`src/tzts_pkg.sv`:
```
// Types and constants of the thermal zone throttle selector.
`default_nettype none
package tzts_pkg;
	localparam int DEF_MAX_ZONES = 16;
	localparam int DEF_CRIT_SAMPLES = 4;

	localparam int TEMP_W = 16;
	localparam int FREQ_W = 24;
	localparam int ZONE_W = 5;
	localparam int IDX_IN_W = 4;
	localparam int ZCNT_W = 5;
	localparam int CTEMP_W = 15;
	localparam int CFG_IDX_W = 2;
	localparam int CFG_DATA_W = 15;

	// register indexes of the configuration port
	localparam logic [CFG_IDX_W-1:0] CFG_ZONE_COUNT = 2'd0;
	localparam logic [CFG_IDX_W-1:0] CFG_CRIT_TEMP = 2'd1;

	// operation codes
	localparam logic OP_SAMPLE = 1'b0;
	localparam logic OP_WRITE = 1'b1;

	// unthrottled zone code
	localparam logic signed [ZONE_W-1:0] ZONE_NONE = -5'sd1;

	typedef struct packed {
		logic operation;
		logic signed [TEMP_W-1:0] temperature;
		logic [IDX_IN_W-1:0] entry_index;
		logic [FREQ_W-1:0] entry_freq;
		logic signed [TEMP_W-1:0] entry_trip;
		logic signed [TEMP_W-1:0] entry_reset;
	} in_item_t;

	typedef struct packed {
		logic signed [ZONE_W-1:0] zone;
		logic [FREQ_W-1:0] freq_limit;
		logic zone_changed;
		logic shutdown_request;
	} out_item_t;

	typedef struct packed {
		logic [FREQ_W-1:0] freq;
		logic signed [TEMP_W-1:0] trip;
		logic signed [TEMP_W-1:0] rst;
	} entry_t;
endpackage
`default_nettype wire

```
`src/thermal_zone_throttle_select_top.sv`:
```
// Thermal zone throttle selector: zone table, hysteresis walk, shutdown voting.
//
// Usage: items enter on in_valid/in_ready. A write item (operation 1) loads
// one zone table entry in the cycle of its transfer and gives no result; the
// block stays ready. A sample item (operation 0) gives one result on
// out_valid/out_ready. Registers are written on cfg_valid/cfg_ready, which is
// always ready; write them only while the block is idle.
// A sample passes from its transfer through S_LOOK and S_DONE when zero
// zones are in use or the sample is critical, else through S_FETCH, S_FILL,
// S_WALK, which walks k zones (1 to the zones in use), one zone per cycle
// through the single table read port, S_LOOK, one read of the selected zone's
// cap, and S_DONE, which loads the result into the output register; in_ready
// stays low from the sample transfer until its result is loaded into the
// output register, so no new item is taken before then.
// A stalled receiver holds the result in the output register; the block
// takes new items meanwhile and only waits to load the next result.
// Reset clears the table (per-entry valid bits), both registers, the
// critical count and the output valid flag, and sets the zone to unthrottled.
`default_nettype none
module thermal_zone_throttle_select_top #(
	parameter int MAX_ZONES = tzts_pkg::DEF_MAX_ZONES,
	parameter int CRITICAL_SAMPLES = tzts_pkg::DEF_CRIT_SAMPLES
) (
	input wire logic clk,
	input wire logic arst_n,
	input wire logic in_valid,
	output logic in_ready,
	input wire tzts_pkg::in_item_t in_data,
	output logic out_valid,
	input wire logic out_ready,
	output tzts_pkg::out_item_t out_data,
	input wire logic cfg_valid,
	output logic cfg_ready,
	input wire logic [tzts_pkg::CFG_IDX_W-1:0] cfg_index,
	input wire logic [tzts_pkg::CFG_DATA_W-1:0] cfg_data
);
	localparam int IDX_W = $clog2(MAX_ZONES);
	localparam int NW = $clog2(MAX_ZONES + 1);
	localparam int CNT_W = $clog2(CRITICAL_SAMPLES + 1);

	localparam logic [2:0] S_IDLE = 3'd0;
	localparam logic [2:0] S_FETCH = 3'd1;
	localparam logic [2:0] S_FILL = 3'd2;
	localparam logic [2:0] S_WALK = 3'd3;
	localparam logic [2:0] S_LOOK = 3'd4;
	localparam logic [2:0] S_DONE = 3'd5;

	logic [2:0] state_q;

	tzts_pkg::entry_t mem [MAX_ZONES];
	logic [MAX_ZONES-1:0] valid_q;
	tzts_pkg::entry_t rd_q;
	logic rd_hit_q;
	logic rd_en;
	logic [IDX_W-1:0] rd_addr;
	tzts_pkg::entry_t rd_entry;

	logic [tzts_pkg::ZCNT_W-1:0] zone_count_q;
	logic [tzts_pkg::CTEMP_W-1:0] crit_temp_q;
	logic [CNT_W-1:0] crit_cnt_q;
	logic signed [tzts_pkg::ZONE_W-1:0] zone_q;
	logic signed [tzts_pkg::ZONE_W-1:0] old_q;
	logic signed [tzts_pkg::TEMP_W-1:0] temp_q;
	logic [NW-1:0] n_q;
	logic [IDX_W-1:0] i_q;
	tzts_pkg::entry_t cur_q;
	logic shut_q;

	logic out_valid_q;
	tzts_pkg::out_item_t out_q;

	logic in_xfer;
	logic sample_xfer;
	logic [7:0] n_wide;
	logic [NW-1:0] n_next;
	logic is_crit;
	logic [CNT_W:0] cnt_inc;
	logic [7:0] addr_ahead;
	logic ahead_ok;
	logic [7:0] zone_ext;
	logic zone_in_range;
	logic [7:0] i_wide;
	logic signed [7:0] i_signed;

	logic step_done;
	logic step_set;
	logic signed [tzts_pkg::ZONE_W-1:0] step_zone;
	logic last_zone;
	logic first_zone;
	logic was_thr;
	logic out_free;

	assign in_ready = (state_q == S_IDLE);
	assign cfg_ready = 1'b1;
	assign out_valid = out_valid_q;
	assign out_data = out_q;
	assign out_free = !out_valid_q || out_ready;

	assign in_xfer = in_valid && in_ready;
	assign sample_xfer = in_xfer && (in_data.operation == tzts_pkg::OP_SAMPLE);

	// zones in use, clamped to the table depth
	assign n_wide = (8'(zone_count_q) > 8'(MAX_ZONES)) ? 8'(MAX_ZONES) : 8'(zone_count_q);
	assign n_next = NW'(n_wide);

	assign is_crit = (crit_temp_q != '0) &&
		($signed({in_data.temperature[tzts_pkg::TEMP_W-1], in_data.temperature}) >=
		$signed({2'b00, crit_temp_q}));
	assign cnt_inc = (CNT_W + 1)'(crit_cnt_q) + (CNT_W + 1)'(1);

	assign i_wide = 8'(i_q);
	assign i_signed = i_wide;
	assign addr_ahead = i_wide + 8'd2;
	assign ahead_ok = addr_ahead < 8'(MAX_ZONES);

	assign zone_ext = 8'(zone_q[tzts_pkg::ZONE_W-2:0]);
	assign zone_in_range = !zone_q[tzts_pkg::ZONE_W-1] && (zone_ext < 8'(MAX_ZONES));

	// entries never written read as zero
	assign rd_entry = rd_hit_q ? rd_q : '0;

	// table read port
	always_comb begin
		rd_en = 1'b0;
		rd_addr = '0;
		unique case (state_q)
			S_FETCH: begin
				rd_en = 1'b1;
			end
			S_FILL: begin
				rd_en = 1'b1;
				rd_addr = IDX_W'(1);
			end
			S_WALK: begin
				rd_en = ahead_ok;
				rd_addr = addr_ahead[IDX_W-1:0];
			end
			S_LOOK: begin
				rd_en = zone_in_range;
				rd_addr = zone_ext[IDX_W-1:0];
			end
			default: begin
				rd_en = 1'b0;
			end
		endcase
	end

	// one zone of the walk: cur_q holds entry i, rd_entry holds entry i+1
	always_comb begin
		last_zone = (i_wide + 8'd1) == 8'(n_q);
		first_zone = (i_q == '0);
		was_thr = (old_q != tzts_pkg::ZONE_NONE);
		step_done = 1'b0;
		step_set = 1'b0;
		step_zone = zone_q;
		priority if (cur_q.freq == '0) begin
			step_done = 1'b1;
			step_set = 1'b1;
			step_zone = tzts_pkg::ZONE_W'(i_signed - 8'sd1);
		end else if (last_zone) begin
			step_done = 1'b1;
			step_set = 1'b1;
			step_zone = tzts_pkg::ZONE_W'(i_signed);
		end else if (temp_q > cur_q.rst) begin
			if ((temp_q < rd_entry.trip) && ((temp_q >= cur_q.trip) || was_thr)) begin
				step_done = 1'b1;
				step_set = 1'b1;
				step_zone = tzts_pkg::ZONE_W'(i_signed);
			end else if (first_zone && !was_thr) begin
				step_done = 1'b1;
			end
		end else if (first_zone) begin
			step_done = 1'b1;
			step_set = 1'b1;
			step_zone = tzts_pkg::ZONE_NONE;
		end
	end

	always_ff @(posedge clk) begin
		if (in_xfer && (in_data.operation == tzts_pkg::OP_WRITE) &&
			(32'(in_data.entry_index) < MAX_ZONES)) begin
			mem[IDX_W'(in_data.entry_index)] <= '{
				freq: in_data.entry_freq,
				trip: in_data.entry_trip,
				rst: in_data.entry_reset
			};
		end
	end

	always_ff @(posedge clk) begin
		if (rd_en) begin
			rd_q <= mem[rd_addr];
			rd_hit_q <= valid_q[rd_addr];
		end
	end

	always_ff @(posedge clk or negedge arst_n) begin
		if (!arst_n) begin
			valid_q <= '0;
		end else if (in_xfer && (in_data.operation == tzts_pkg::OP_WRITE) &&
			(32'(in_data.entry_index) < MAX_ZONES)) begin
			valid_q[IDX_W'(in_data.entry_index)] <= 1'b1;
		end
	end

	always_ff @(posedge clk or negedge arst_n) begin
		if (!arst_n) begin
			zone_count_q <= '0;
			crit_temp_q <= '0;
		end else if (cfg_valid && cfg_ready) begin
			unique case (cfg_index)
				tzts_pkg::CFG_ZONE_COUNT: zone_count_q <= cfg_data[tzts_pkg::ZCNT_W-1:0];
				tzts_pkg::CFG_CRIT_TEMP: crit_temp_q <= cfg_data[tzts_pkg::CTEMP_W-1:0];
				default: begin
				end
			endcase
		end
	end

	// sample payload captured at the transfer
	always_ff @(posedge clk) begin
		if (sample_xfer) begin
			temp_q <= in_data.temperature;
			old_q <= zone_q;
			n_q <= n_next;
			i_q <= '0;
		end else if (state_q == S_WALK) begin
			i_q <= i_q + IDX_W'(1);
		end
		if ((state_q == S_FILL) || (state_q == S_WALK)) begin
			cur_q <= rd_entry;
		end
	end

	always_ff @(posedge clk or negedge arst_n) begin
		if (!arst_n) begin
			state_q <= S_IDLE;
			zone_q <= tzts_pkg::ZONE_NONE;
			crit_cnt_q <= '0;
			shut_q <= 1'b0;
		end else begin
			unique case (state_q)
				S_IDLE: begin
					if (sample_xfer) begin
						shut_q <= 1'b0;
						priority if (n_next == '0) begin
							state_q <= S_LOOK;
						end else if (is_crit) begin
							// hold the zone and count the vote
							if (cnt_inc >= (CNT_W + 1)'(CRITICAL_SAMPLES)) begin
								shut_q <= 1'b1;
								crit_cnt_q <= '0;
							end else begin
								crit_cnt_q <= cnt_inc[CNT_W-1:0];
							end
							state_q <= S_LOOK;
						end else begin
							state_q <= S_FETCH;
						end
					end
				end
				S_FETCH: state_q <= S_FILL;
				S_FILL: state_q <= S_WALK;
				S_WALK: begin
					if (step_set) begin
						zone_q <= step_zone;
					end
					if (step_done) begin
						state_q <= S_LOOK;
					end
				end
				S_LOOK: state_q <= S_DONE;
				S_DONE: begin
					if (out_free) begin
						state_q <= S_IDLE;
					end
				end
				default: state_q <= S_IDLE;
			endcase
		end
	end

	always_ff @(posedge clk or negedge arst_n) begin
		if (!arst_n) begin
			out_valid_q <= 1'b0;
		end else if ((state_q == S_DONE) && out_free) begin
			out_valid_q <= 1'b1;
		end else if (out_ready) begin
			out_valid_q <= 1'b0;
		end
	end

	always_ff @(posedge clk) begin
		if ((state_q == S_DONE) && out_free) begin
			out_q.zone <= zone_q;
			out_q.freq_limit <= zone_in_range ? rd_entry.freq : '0;
			out_q.zone_changed <= (zone_q != old_q);
			out_q.shutdown_request <= shut_q;
		end
	end
endmodule
`default_nettype wire

```
`config.mk`:
```
export PLATFORM = sky130hd
export DESIGN_NAME = thermal_zone_throttle_select_top
export DESIGN_NICKNAME = d
export VERILOG_FILES = /design/src/tzts_pkg.sv /design/src/thermal_zone_throttle_select_top.sv
export SDC_FILE = /design/constraint.sdc
export NUM_CORES = 1
export LEC_CHECK = 0
export ABC_CLOCK_PERIOD_IN_PS = 6500
export BUFFER_PORTS_ARGS = -buffer_cell sky130_fd_sc_hd__buf_4
export CAP_MARGIN = 20
export CORE_MARGIN = 2
export CORE_UTILIZATION = 40
export CTS_CLUSTER_DIAMETER = 120
export DETAILED_ROUTE_END_ITERATION = 6
export GPL_ROUTABILITY_DRIVEN = 0
export SKIP_LAST_GASP = 1
export SLEW_MARGIN = 10
export SYNTH_ARGS = -nofsm -noshare
export SYNTH_HDL_FRONTEND = slang
export SYNTH_SLANG_ARGS = --single-unit
```
`constraint.sdc`:
```
create_clock -name clk -period 6.5 [get_ports clk]
set_input_delay 0.65 -clock clk [delete_from_list [all_inputs] [get_ports clk]]
set_output_delay 0.65 -clock clk [all_outputs]
set_load 0.01 [all_outputs]
```
---- Word level (Yosys, flattened, before mapping) ----
Memory sizes are Yosys's and may differ from the RTL's. A register that Yosys moved wholly into a read port is not among the register bits.
Index checks and enable logic that the tools add are counted.
storage, ports and cells
  register bits ........................... 167
  RAM bits ................................ 896
  output and inout bits ................... 34
  word-level logic and storage cells ...... 120
  memories kept ........................... 1
operators by class
  add/sub/neg operators ................... 5
  order comparisons ....................... 11
  equal/unequal tests ..................... 13
  mux-type cells .......................... 37
  bitwise gates (word level) .............. 3
  reductions and logical operators ........ 30
memories
  memory  depth  bits a word  rd ports  clocked after memory_dff  write ports  RTL line                                RTL
  mem     16     56           1         1                         1            thermal_zone_throttle_select_top.sv:50  tzts_pkg::entry_t mem [MAX_ZONES];
operators by type and width
  cell                                                  count
  two-way mux 56 bit                                    1
  >= comparator 16 bit                                  2
  two-way mux 5 bit                                     6
  logical NOT 24 bit                                    1
  two-way mux 1 bit                                     19
  two-way mux 3 bit                                     6
  one-hot mux 3 bit (6 select lines)                    1
  greater-than comparator 16 bit                        1
  < comparator 16 bit                                   1
  bitwise OR 16 bit                                     1
  < comparator 4 x 5 -> 1 bit, second input constant    3
  nonzero test 15 bit                                   1
  one-hot mux 4 bit (3 select lines)                    1
  logical AND 1 bit                                     9
  AND reduction 4 bit                                   2
  equality test 3 x 2 -> 1 bit, second input constant   2
  equality test 3 bit, second input constant            2
  AND reduction 2 bit                                   3
  adder 4 x 1 -> 5 bit, second input constant           1
  adder 4 x 2 -> 5 bit, second input constant           1
  equality test 5 bit                                   1
  greater-than comparator 5 bit, second input constant  1
  logical NOT 5 bit                                     1
  < comparator 5 bit, second input constant             1
  other kinds (25)                                      31

---- Depth between registers and ports, before layout ----
Gate-level depths: netlist (run 1).
  word-level depth ........................ 10
  gate-level depth with buffers ........... 12
  gate-level depth less buffers ........... 10

---- Least setup slack after synthesis (run 1) ----
Ideal clock, no wire load.
  path type ............................... register to register
  start ................................... register state_q[2]
  end ..................................... register valid_q[0]
  data arrival time ....................... 5.815 ns
  setup slack ............................. 0.596 ns
  cell stages (with the launch flop) ...... 7
  cell sequence ........................... dfrtp_1 buf_2 nor3_1 nand3_1 or3_1 nor3_1 or2_2
between the ends
  longest elaborated chain between the ends .. 3
RTL lines
  element                          RTL line                                 RTL
  from (decl)                      thermal_zone_throttle_select_top.sv:48   logic [2:0] state_q;
  from (signal assigned)           thermal_zone_throttle_select_top.sv:237  state_q <= S_IDLE;
  from (signal assigned)           thermal_zone_throttle_select_top.sv:247  state_q <= S_LOOK;
  from (signal assigned)           thermal_zone_throttle_select_top.sv:256  state_q <= S_LOOK;
  logical NOT 3 bit                thermal_zone_throttle_select_top.sv:93   assign in_ready = (state_q == S_IDLE);
  net in_ready                     thermal_zone_throttle_select_top.sv:27   output logic in_ready,
  logical AND 1 bit                thermal_zone_throttle_select_top.sv:99   assign in_xfer = in_valid && in_ready;
  logical AND 1 bit                thermal_zone_throttle_select_top.sv:200  end else if (in_xfer && (in_data.operation == tzts_pkg::OP_WRITE) &&
  to (signal assigned)             thermal_zone_throttle_select_top.sv:199  valid_q <= '0;
  to (signal, indexed assignment)  thermal_zone_throttle_select_top.sv:202  valid_q[IDX_W'(in_data.entry_index)] <= 1'b1;
  to (decl)                        thermal_zone_throttle_select_top.sv:51   logic [MAX_ZONES-1:0] valid_q;
The timed path passes the listed nets, and every way through them passes these cells.
A chain may end at the register's enable or synchronous reset.

---- Worst setup path after layout (run 1) ----
  start ................................... register state_q[2]
  end ..................................... register, netlist name rd_q[54]
between the ends
  longest elaborated chain between the ends .. 3
RTL lines
  element                                                                              RTL line                                 RTL
  equality test 3 x 2 -> 1 bit / equality test 3 x 1 -> 1 bit (equally long branches)  thermal_zone_throttle_select_top.sv:126  unique case (state_q)
  OR reduction 2 bit (no line)                                                         --
  one-hot mux 1 bit (3 select lines)                                                   thermal_zone_throttle_select_top.sv:126
Parallel ways exist; a longest one is shown, timed or not.

==> results.cfg, run 1 <==
[hold_path]
whs_endpoint = temp_q[4]
hp-class = input pin to flip-flop
hold_start = in_data[64]
whs_path_depth = 1

[clocking]
cts_buffers = 108
htreeDepth = 3
cts.sinks = 1119
path_clk_slew_ns = 0.07
root_buffer = clkbuf_16
cts_buffer_depth = 3
clkLatencyLatePin_ns = 0.67
ctsResizeCount = 0
cts_tree = yes

[routing]
drcViolationCount = 0
via_per_inst = 5.401
wire_per_inst_um = 22.34
drt.antenna.violating_nets = 0
first_pass_iters = 7
drtIter0Drc = 2667
via_count = 27290
wl_um = 112900

[timing]
setup_violations = 0
slew_headroom_pct = 28.69
hold_viol = 0
layout_setup_ws_ns = 2.717
worst_slew_pin_slew_ns = 1.070
setup_tns_ns = 0
fin_skew_ns = 0.02304
grt_setup_unrepaired = false
maxSlewViolCount = 0
fmax_mhz = 264.4
min_period_over_period_pct = 58.20
layout_min_cycle_time_ns = 3.783

[setup_path]
r2r-start = state_q[2]
ff2ff_setup_slack_ns = 2.72
crit_path_max_fanout = 77
cp_cell_sequence = nor2b_4, buf_4, a22o_4, buf_4, a311oi_1, a311oi_1, a21oi_1
critPathCaptureType = flip-flop
cp_slowest_cell = a22o_4
worstRegToRegCells = 7
rr_endpoint = rd_q[54]
worstPathRequired_ns = 6.87
worstSetupStartpointType = flip-flop
cp_top_family = compound AO/OA/AOI/OAI gates
crit_arrival_ns = 4.15
critPathKind = flip-flop to flip-flop
path_buf_inv = 2
slowest_delay_ns = 0.86

[place]
pre_cts_ws_ns = 2.726
hpwl_um = 59570
portBuffers = 131

[global_route]
use_met3_pct = 3.943
busiest_layer = met2
grt_use_met2_pct = 30.14
grt_use_total_pct = 19.29
first_global_vias = 26100
overflow = 0
antenna_found_initial = 18
grt_first_pass_wirelength_um = 169200
grt_max_degree = 175
grt_util_met1_pct = 27.55

[die]
fp.dieW_um = 339.7
core_um2 = 112200
start_util_pct = 40.18
die_y_um = 339.7
rows = 123
dieArea_um2 = 115400
ios = 133

[synthesis]
syn_nets = 3527
synth_area_leaders = edfxtp_1 (71%), nand2_1 (8.0%), a311oi_1 (3.4%)
syn-cell-area_um2 = 45080
synth_edf_count = 1066
yosysSeqAreaShare_pct = 73.93
yosysTopAreaCell = edfxtp_1
syn_inst = 3360
yosys_warnings = 0
ys.flop_type = edfxtp_1
synth_cell_types = 62
ys_ff_latch = 1119
syn_avg_cell_area_um2 = 13.42
synthArstFlopShare_pct = 4.379
netlist.area_leader.share_pct = 71.01

[finish]
nNetsFinal = 3627
layout-drive-gt1-share_pct = 11.86
final_cell_mix = edfxtp_1 (1,066), nand2_1 (959), nand3_1 (239)
layout_commonest_cell = edfxtp_1
areaGrowthSynthToFinish_pct = 13.64

[run]
max-cap-violations = 0

[power_and_ir_drop]
power_density_nw_per_um2 = 410.7
total_leakage_power_uw = 0.01813
ir_drop_mv = 0.4294

[outcome]
status = completed
-- cells by family (layout without fill, tap and decap cells) --
logic type / after synthesis / in the layout / share of synthesized area (%)
buffers and inverters: 272 / 461 / 2.551
multiplexers: 30 / 30 / 0.7744
AND/OR/NAND/NOR: 1490 / 1490 / 14.55
flip-flops: 1119 / 1119 / 73.93
other: 1 / 5 / 0.008319
AO/OA/AOI/OAI: 367 / 367 / 6.051
XOR/XNOR: 13 / 13 / 0.2526
adder cells (fa/ha/maj): 68 / 68 / 1.887
-- per-layer routing --
metal | wire (um) | share of wire, %
met1 | 49680 | 44
met2 | 52090 | 46
met3 | 8899 | 7.9
met4 | 2102 | 1.9
met5 | 101 | 0.089
-- Yosys cell counts (all sizes together) (8+ instances only) --
master and n:
or2 16, nand3 239, and2 42, xnor2 9
nor2b 37, inv 70, ha 68, a31oi 60
buf 85, dfrtp 44, nand4 14, nor4 10
edfxtp 1066, mux2 27, and3 118, nor2 31
a311oi 173, nor3 10, o21ai 8, a21o 8
nand2 959, a21oi 84, clkbuf 117
-- worst max-delay path by stage --
stage	start	endpoint	slack [ns]	cells past startpoint
2_1_floorplan	state_q[2]	valid_q[0]	0.60	6
3_3_place_gp	state_q[2]	rd_q[52]	2.80	7
3_5_place_dp	state_q[2]	rd_q[54]	2.73	7
4_1_cts	state_q[2]	rd_q[54]	2.71	7
5_1_grt	state_q[2]	rd_q[54]	2.47	7
6_report	state_q[2]	rd_q[54]	2.72	7
-- flip-flops by register name, summed over array words and instances (netlist names), 3 cells and up --
name / flops
i_q: 4
zone_q: 5
valid_q: 16
state_q: 3
n_q: 5
old_q: 5
mem: 896
temp_q: 16
crit_temp_q: 15
rd_q: 56
out_data: 31
zone_count_q: 5
crit_cnt_q: 3
cur_q: 56
-- stage by stage --
stage,power [uW],area (um^2),hold WS [ns],std cells,utilization [%]
after global placement,15060,47770,0.4451,4848,42.58
final,21040,51230,0.1693,5053,45.66
after floorplan,13200,45080,0.3544,3360,-
after detailed placement,15130,47790,0.4512,4849,42.60
after CTS,21190,51220,0.1218,5049,45.65
after global routing,22100,51220,0.1440,5050,45.65
-- where the power goes --
part	total (uW)	internal (uW)	switching, uW	leakage (uW)
Combinational	5700	1860	3840	0.00612
Sequential	9270	8800	473	0.0103
Clock	6070	3450	2620	0.00168
-- layout make-up --
| type | count | area (um^2) |
|---|---|---|
| Clock inverter | 56 | 391.6 |
| Antenna cell | 4 | 10.01 |
| Tap cell | 1500 | 1877 |
| Multi-Input combinational cell | 1969 | 10760 |
| Clock buffer | 143 | 3022 |
| Inverter | 70 | 262.8 |
| Fill cell | 9852 | 60960 |
| Timing Repair Buffer | 192 | 1577 |
| Sequential cell | 1119 | 33320 |
-- timing repair --
item                      in CTS  in global routing
hold buffers                   1                  0
buffers inserted               0                  0
hold endpoints to repair      28                  0
Note: power is estimated with default switching activity, not from simulation.
==> run 2: changes to the inputs <==
--- a/config.mk
+++ b/config.mk
@@ -5,7 +5,7 @@
 export SDC_FILE = /design/constraint.sdc
 export NUM_CORES = 1
 export LEC_CHECK = 0
-export ABC_CLOCK_PERIOD_IN_PS = 6500
+export ABC_CLOCK_PERIOD_IN_PS = 3100
 export BUFFER_PORTS_ARGS = -buffer_cell sky130_fd_sc_hd__buf_4
 export CAP_MARGIN = 20
 export CORE_MARGIN = 2
==> constraint.sdc (replaced) <==
create_clock -name clk -period 3.1 [get_ports clk]
set_input_delay 0.31 -clock clk [delete_from_list [all_inputs] [get_ports clk]]
set_output_delay 0.31 -clock clk [all_outputs]
set_load 0.01 [all_outputs]
==> results.cfg, run 2 (synthesis gave the netlist of run 1 again) <==
[clocking]
path_clk_slew_ns = 0.06
clkLatencyLatePin_ns = 0.70
cts_buffers = 111
root_buffer = clkbuf_16
cts.sinks = 1119
htreeDepth = 3
cts_tree = yes
cts_buffer_depth = 3

[global_route]
overflow = 0
antenna_found_initial = 18
grt_first_pass_wirelength_um = 168800
grt_max_degree = 69
first_global_vias = 26720
grt_use_total_pct = 19.17

[power_and_ir_drop]
pwr-share-comb_pct = 29.6
totalPowerFinal_uw = 46930
power_density_nw_per_um2 = 870.9
switching_share_pct = 32.24
pwr-share-clk_pct = 29.5
power.switching_uw = 15130
p_int_uw = 31800
pwr-share-seq_pct = 40.9
total_leakage_power_uw = 0.01931
ir_drop_mv = 0.4311

[outcome]
status = completed

[place]
portBuffers = 131
hpwl_um = 63050

[setup_path]
worstSetupStartpointType = flip-flop
worstRegToRegCells = 11
crit_path_max_fanout = 22
worstPathRequired_ns = 3.72
crit_arrival_ns = 3.57
critPathCaptureType = flip-flop
slowest_delay_ns = 0.48
cp_cell_sequence = buf_8, nand2_1, ha_1, a211oi_2, o221ai_2, a211oi_2, mux2_2, a211oi_2, buf_4, o21a_4, mux2_4
critPathKind = flip-flop to flip-flop
cp_slowest_cell = edfxtp_1
cp_common_cell = a211oi_2

[finish]
top_register = mem
largest_reg_flops = 896
layout_commonest_cell = edfxtp_1
final_cell_mix = edfxtp_1 (1,066), nand2_1 (956), nand3_1 (239)
nNetsFinal = 3804
reg.largest.list = mem: 896 flops, cur_q: 56 flops, rd_q: 56 flops
layout-drive-gt1-share_pct = 14.26
areaGrowthSynthToFinish_pct = 19.54

[hold_path]
whs_path_depth = 3
hp-class = input pin to flip-flop

[timing]
hold_viol = 0
setup_violations = 0
worst_slew_pin_slew_ns = 0.8543
layout_min_cycle_time_ns = 2.948
slew_headroom_pct = 42.91
setup_tns_ns = 0
grt_setup_unrepaired = true
min_period_over_period_pct = 95.09
fin_skew_ns = 0.02256
fmax_mhz = 339.2
maxSlewViolCount = 0

[routing]
via_per_inst = 5.307
drcViolationCount = 0
wire_per_inst_um = 21.38
via_count = 27770
drtIter0Drc = 2287
drt.antenna.violating_nets = 0
first_pass_iters = 5
wl_um = 111900

[die]
core_um2 = 112200
ios = 133
start_util_pct = 40.18
fp.dieW_um = 339.7
dieArea_um2 = 115400
rows = 123
die_y_um = 339.7

[run]
max-cap-violations = 0
## run 2: area by class of cell
type	instances	area [um^2]
antenna	2	5.005
clock inverter	71	869.6
clock buffer	136	2903
inverter	70	262.8
timing repair buffer	366	3806
tap	1500	1877
sequential	1119	33320
multi-input combinational	1969	10840
fill	9511	58310
## run 2: timing repair
action | CTS | global route
resized for setup | 0 | 9
setup endpoints to repair | 0 | 6
hold buffers | 90 | 0
setup buffers | 0 | 1
hold endpoints to repair | 978 | 0
## run 2: per-layer routing
metal  vias to the layer above  share of wire [%]  routed length (um)  global-route usage, %
li1                      12950                  -                   -                      -
met5                         -               0.12                 129                      0
met2                       817                 47               53060                  30.86
met4                        22                2.0                2188                  5.236
met1                     13810                 44               49170                  26.94
met3                       176                6.6                7356                  3.254
## run 2: through the flow
stage / std cells / instance area, um^2 / setup slack, ns / hold slack [ns] / util (%)
2_1_floorplan: 3360 / 45230 / -0.07978 / 0.01441 / -
3_3_place_gp: 4933 / 49160 / 0.05003 / 0.3879 / 43.82
3_5_place_dp: 4933 / 49160 / 0.02843 / 0.3860 / 43.82
5_1_grt: 5231 / 53880 / -0.02615 / 0.05087 / 48.03
4_1_cts: 5230 / 53830 / 0.02481 / 0.02314 / 47.98
6_report: 5233 / 53890 / 0.1523 / 0.06623 / 48.03
## run 2: path summary, 6_finish.rpt
path                       slack (ns)         start         endpoint
max in group asynchronous        2.45        arst_n   crit_temp_q[6]
min reg2reg                      0.45        shut_q      out_data[0]
min                              0.07  cfg_index[0]  zone_count_q[0]
min in group asynchronous        0.19        arst_n           shut_q
max                              0.15      rd_hit_q        zone_q[0]
max reg2reg                      0.15      rd_hit_q        zone_q[0]
## run 2: worst max-delay path, delay by kind of cell (launching register included)
kind            cells  cell delay [ns]
compound gates      5             0.91
mux                 2             0.67
flops               1             0.48
buf+inv             2             0.37
fa+ha+maj           1             0.34
simple gates        1             0.10
## run 2: power by group through the flow
stage,sequential [uW],combinational (uW),clock (uW)
floorplan,19100,8620,0
global placement,19500,13600,0
detailed placement,19500,13700,0
CTS,19200,13900,14100
global route,19300,15300,14700
finish,19200,13900,13800
